**src/hdl/amg_pkg.sv**
```systemverilog
// shared types and constants for the adjacency matrix graph store
// no dependencies
`timescale 1ns / 1ps

package amg_pkg;

  localparam int AMG_MAX_VERTICES = 16;
  localparam int AMG_WEIGHT_BITS  = 16;

  typedef enum logic [2:0] {
    CMD_ADD_V = 3'd0,
    CMD_DEL_V = 3'd1,
    CMD_ADD_E = 3'd2,
    CMD_DEL_E = 3'd3,
    CMD_CLEAR = 3'd4
  } cmd_t;

  typedef enum logic [3:0] {
    ST_OK       = 4'd0,
    ST_FULL     = 4'd1,
    ST_RANGE    = 4'd2,
    ST_VEXISTS  = 4'd3,
    ST_NOVERTEX = 4'd4,
    ST_EMPTY    = 4'd5,
    ST_EEXISTS  = 4'd6,
    ST_BADSTART = 4'd7,
    ST_BADEND   = 4'd8,
    ST_NOEDGES  = 4'd9,
    ST_EABSENT  = 4'd10
  } status_t;

  typedef enum logic [3:0] {
    S_IDLE,
    S_CHECK_A,
    S_CHECK_B,
    S_EVAL,
    S_INIT,
    S_SET,
    S_CLR,
    S_MREAD,
    S_SCAN,
    S_SCAN_LAST,
    S_DONE
  } state_t;

  typedef struct packed {
    logic    load;
    logic    sel_b;
    logic    swap;
    logic    vtx_add;
    logic    vtx_del;
    logic    clr_all;
    logic    rd_target;
    logic    init_wr;
    logic    set_wr;
    logic    clr_wr;
    logic    scan_rd;
    logic    finish;
    status_t status;
  } amg_cmd_t;

  typedef struct packed {
    cmd_t cmd;
    logic vtx_range;
    logic vtx_ok;
    logic full;
    logic empty;
    logic no_edges;
    logic hit;
    logic w_zero;
    logic trow_valid;
    logic k_last;
    logic scan_end;
    logic undirected;
  } amg_stat_t;

endpackage

```
**src/hdl/amg_ctrl.sv**
```systemverilog
// command sequencer for the graph store
// depends on amg_pkg
`timescale 1ns / 1ps

module amg_ctrl (
  input  logic                clk,
  input  logic                rst_n,
  input  logic                start,
  output logic                busy,
  input  amg_pkg::amg_stat_t  st,
  output amg_pkg::amg_cmd_t   ctl
);
  import amg_pkg::*;

  state_t  state_r, state_nxt;
  logic    mirror_r, mirror_nxt;
  status_t status_r, status_nxt;

  always_ff @(posedge clk) begin
    if (!rst_n) begin
      state_r  <= S_IDLE;
      mirror_r <= 1'b0;
      status_r <= ST_OK;
    end else begin
      state_r  <= state_nxt;
      mirror_r <= mirror_nxt;
      status_r <= status_nxt;
    end
  end

  always_comb begin
    state_nxt  = state_r;
    mirror_nxt = mirror_r;
    status_nxt = status_r;
    unique case (state_r)
      S_IDLE: begin
        if (start) begin
          state_nxt  = S_CHECK_A;
          mirror_nxt = 1'b0;
          status_nxt = ST_OK;
        end
      end
      S_CHECK_A: begin
        state_nxt = S_DONE;
        unique case (st.cmd)
          CMD_ADD_V: begin
            if (st.full) status_nxt = ST_FULL;
            else if (!st.vtx_range) status_nxt = ST_RANGE;
            else if (st.vtx_ok) status_nxt = ST_VEXISTS;
          end
          CMD_DEL_V: begin
            if (st.empty) status_nxt = ST_EMPTY;
            else if (!st.vtx_range) status_nxt = ST_RANGE;
            else if (!st.vtx_ok) status_nxt = ST_NOVERTEX;
            else state_nxt = S_SCAN;
          end
          CMD_ADD_E: begin
            if (!st.vtx_ok) status_nxt = ST_BADSTART;
            else state_nxt = S_CHECK_B;
          end
          CMD_DEL_E: begin
            if (st.no_edges) status_nxt = ST_NOEDGES;
            else if (!st.vtx_ok) status_nxt = ST_BADSTART;
            else state_nxt = S_CHECK_B;
          end
          CMD_CLEAR: begin
            status_nxt = ST_OK;
          end
          default: begin
            status_nxt = ST_RANGE;
          end
        endcase
      end
      S_CHECK_B: begin
        if (!st.vtx_ok) begin
          status_nxt = ST_BADEND;
          state_nxt  = S_DONE;
        end else begin
          state_nxt = S_EVAL;
        end
      end
      S_EVAL: begin
        if (st.cmd == CMD_ADD_E) begin
          if (!mirror_r && st.hit) begin
            status_nxt = ST_EEXISTS;
            state_nxt  = S_DONE;
          end else if (!mirror_r && st.w_zero) begin
            status_nxt = ST_RANGE;
            state_nxt  = S_DONE;
          end else if (st.trow_valid) begin
            state_nxt = S_SET;
          end else begin
            state_nxt = S_INIT;
          end
        end else begin
          if (!mirror_r && !st.hit) begin
            status_nxt = ST_EABSENT;
            state_nxt  = S_DONE;
          end else begin
            state_nxt = S_CLR;
          end
        end
      end
      S_INIT: begin
        if (st.k_last) state_nxt = S_SET;
      end
      S_SET, S_CLR: begin
        if (!mirror_r && st.undirected) begin
          mirror_nxt = 1'b1;
          state_nxt  = S_MREAD;
        end else begin
          state_nxt = S_DONE;
        end
      end
      S_MREAD: begin
        state_nxt = S_EVAL;
      end
      S_SCAN: begin
        if (st.scan_end) state_nxt = S_SCAN_LAST;
      end
      S_SCAN_LAST: begin
        state_nxt = S_DONE;
      end
      S_DONE: begin
        state_nxt = S_IDLE;
      end
      default: begin
        state_nxt = S_IDLE;
      end
    endcase
  end

  always_comb begin
    ctl        = '0;
    ctl.swap   = mirror_r;
    ctl.status = status_r;
    busy       = (state_r != S_IDLE);
    unique case (state_r)
      S_IDLE: begin
        ctl.load = start;
      end
      S_CHECK_A: begin
        ctl.vtx_add = (st.cmd == CMD_ADD_V) && !st.full && st.vtx_range && !st.vtx_ok;
        ctl.vtx_del = (st.cmd == CMD_DEL_V) && !st.empty && st.vtx_range && st.vtx_ok;
        ctl.clr_all = (st.cmd == CMD_CLEAR);
      end
      S_CHECK_B: begin
        ctl.sel_b     = 1'b1;
        ctl.rd_target = st.vtx_ok;
      end
      S_INIT: begin
        ctl.init_wr = 1'b1;
      end
      S_SET: begin
        ctl.set_wr = 1'b1;
      end
      S_CLR: begin
        ctl.clr_wr = 1'b1;
      end
      S_MREAD: begin
        ctl.rd_target = 1'b1;
      end
      S_SCAN: begin
        ctl.scan_rd = 1'b1;
      end
      S_DONE: begin
        ctl.finish = 1'b1;
      end
      default: begin
        ctl.finish = 1'b0;
      end
    endcase
  end

endmodule

```
**config.mk**
```make
export PLATFORM = sky130hd
export DESIGN_NAME = amg_ctrl
export DESIGN_NICKNAME = d
export VERILOG_FILES = /design/src/hdl/amg_pkg.sv /design/src/hdl/amg_ctrl.sv
export SDC_FILE = /design/constraint.sdc
export NUM_CORES = 1
export LEC_CHECK = 0
export BUFFER_PORTS_ARGS = -buffer_cell sky130_fd_sc_hd__buf_2
export CAP_MARGIN = 20
export CELL_PAD_IN_SITES_DETAIL_PLACEMENT = 2
export CELL_PAD_IN_SITES_GLOBAL_PLACEMENT = 2
export CORE_AREA = 8 8 69 71
export CTS_BUF_LIST = sky130_fd_sc_hd__clkbuf_4 sky130_fd_sc_hd__clkbuf_8
export CTS_CLUSTER_DIAMETER = 200
export DETAILED_ROUTE_END_ITERATION = 8
export DIE_AREA = 0 0 77 79
export PLACE_DENSITY_LB_ADDON = 0.3
export SLEW_MARGIN = 40
export SYNTH_ARGS = -nofsm -noshare
export SYNTH_HDL_FRONTEND = slang
export SYNTH_SLANG_ARGS = --single-unit
```
**constraint.sdc**
```tcl
create_clock -name clk -period 1.96 [get_ports clk]
set_clock_uncertainty 0.1 [all_clocks]
set_input_delay 0.294 -clock clk [delete_from_list [all_inputs] [get_ports clk]]
set_output_delay 0.294 -clock clk [all_outputs]
set_load 0.03 [all_outputs]
```
==> impl_metrics.ini <==
[drt]
drtIter0Drc = 49
vias = 1174
wl_mm = 3.99
routedWlPerCell_microns = 18.4
drtAntennaViolNets = 0
drt-pass1-iter-count = 4
drc = 0
drt-vias-per-instance = 5.41

[cts]
cts_resized = 0
cts_setup_buffers = 0
clk_pin_slew_worst_paths_ns = 0.04
cts_tree = done
clockRootBuffer = clkbuf_8
htree_levels = 1
clock_latency_ns = 0.24
clock-sinks = 9
cts_buffer_depth = 2
cts_buffers = 3
postCtsHoldBufs = 0

[sta]
setup_viol = 0
worst_pin_slew_ns = 0.659
period_needed_ns = 1.82
max_slew_margin_pct = 54.9
hold_viol = 0
finalMaxSlewViolations = 0
rsz0062_at_grt = no
period_share_pct = 92.9
timing.fmax_mhz = 549
setup_tns_ns = 0

[critical_path]
worstPathRequired_ns = 1.57
crit_type = reg -> out
worst_setup_path_start_kind = flop
critPathMaxFanout = 13
cp-end-kind = output pin
crit_arrival_ns = 1.43

[yosys]
ys.flop_type = dfxtp_1
synth_fa_ha_area_share_pct = 0
async_flop_share_pct = 0
synth_area_leaders = dfxtp_1 18%, a21oi_1 6.5%, nor3_1 5.0%
muxShareOfSynthArea_pct = 3.62
syn_inst = 132
synth_top_family_by_area = simple AND/OR/NAND/NOR gates
ys_types = 52
yosysSeqAreaShare_pct = 18.0
yosys.area_share.simple_pct = 36.1
synthTopCellsByCount = 13 x a21oi_1, 13 x nor2_1, 10 x nor3_1, 9 x dfxtp_1
synth_compound_area_share_pct = 33.7
syn_area_sq_um = 1000
synth_top_area_cell = dfxtp_1
yosysWarnings = 0
netlist.area_leader.share_pct = 18.0
syn_avg_cell_area_sq_um = 7.58
syn_nets = 149
ys_seq_elements = 9
synth_edf_count = 0
synthXorXnorAreaFrac_pct = 0.875

[placement]
placed_cells = 213
placed_cell_area_sq_um = 1240
gp_congestion = 0.851
numPortBuffers = 33
dpl.hpwl_mm = 3.23

[global_routing]
overflow = 0
grt_pass1_vias = 1260
antenna_found_initial = 0
grt_max_degree = 14
globalRouteTotalUtil_pct = 13.1
grt_pass1_wl_mm = 6.52

[finish]
drive_gt1_share_pct = 37.1
area_growth_pct = 29.5
num_antenna_cells = 0
fin_nets = 185
fin_cells = 217
design_area_sq_um = 1300

[die]
coreArea_sq_um = 3800
die_h_microns = 79
num_io_pins = 34
fp.dieW_microns = 77
fp.dieArea_sq_um = 6080
start_util_pct = 26.4
rows = 23

[pwr]
powerDensity_nw_per_um2 = 1050
ir_worst_vdd_mv = 0.345
power_leakage_uw = 0.000548

[run]
cap_viol_max_count = 0

[run_status]
status = finished, final reports clean

[hold_path]
hold_path.class = in -> reg
-- worst max-delay path, cell delays in order, from the launching register on --
cell and delay [ns]:
dfxtp_1 0.40, buf_4 0.23, inv_2 0.09, nor4b_1 0.23
buf_2 0.24
-- routing by layer --
layer / routed length [microns] / track usage [%] / part of all wire (%)
met1: 1880 / 16.3 / 47
met2: 1880 / 21.8 / 47
met3: 146 / 2.37 / 3.7
met4: 76 / 5.66 / 1.9
met5: 0 / 0 / 0
-- layout make-up --
| cell class | count | area [sq um] |
|---|---|---|
| Fill cell | 477 | 2500 |
| Multi-Input combinational cell | 108 | 744 |
| Timing Repair Buffer | 41 | 238 |
| Sequential cell | 9 | 184 |
| Tap cell | 50 | 62.6 |
| Clock buffer | 4 | 48.8 |
| Inverter | 5 | 18.8 |
-- kinds of logic (layout without fill, tap and decap cells) --
kind of cell,after synthesis,count (layout)
AOI/OAI and AO/OA,45,45
xor gates and xnor gates,1,1
buffers and inverters,15,50
DFF,9,9
muxes,3,3
and+or+nand+nor,59,59
-- worst paths after layout --
check	start	endpoint	slack, ns	depth (start not counted)
worst max-delay path	state_r[0]	ctl[7]	0.14	4
worst min-delay path	rst_n	state_r[1]	0.25	2
worst max register to register	state_r[0]	status_r[2]	0.23	5
worst min register to register	status_r[0]	status_r[0]	0.40	2
-- flip-flops by register name, summed over array words and instances, names as in the netlist --
name	count
status_r	4
state_r	4
mirror_r	1
-- through the flow --
step	hold WS (ns)	power [uW]	setup WS, ns	util, %
floorplan	0.327	847	-0.177	-
global placement	0.393	1110	0.178	32.7
detailed placement	0.396	1120	0.128	32.7
CTS	0.259	1370	0.0322	34.0
global route	0.268	1460	0.0272	34.1
finish	0.253	1360	0.139	34.1
-- power breakdown --
group / total (uW) / leakage [uW] / internal, uW / switching [uW]
sequential: 301 / 0.0000747 / 227 / 73.7
combinational: 824 / 0.000447 / 320 / 505
clock: 238 / 0.0000262 / 156 / 81.3
-- placed cells by master (no fill, tap or decap), types with 2 or more instances in the layout --
cell / count
nor2_1: 13
mux2_2: 2
clkbuf_8: 3
inv_1: 4
nor3b_1: 3
a31oi_1: 3
a211oi_1: 2
dfxtp_1: 6
buf_4: 7
buf_2: 33
nor4b_1: 2
nor2b_1: 6
a21oi_1: 13
nor3_1: 10
nand2_1: 7
and3_1: 3
a2111oi_0: 2
a21oi_2: 2
o21ai_0: 6
nand2b_1: 3
or3b_1: 2
dfxtp_2: 3
Note: power is estimated with default switching activity, not from simulation.
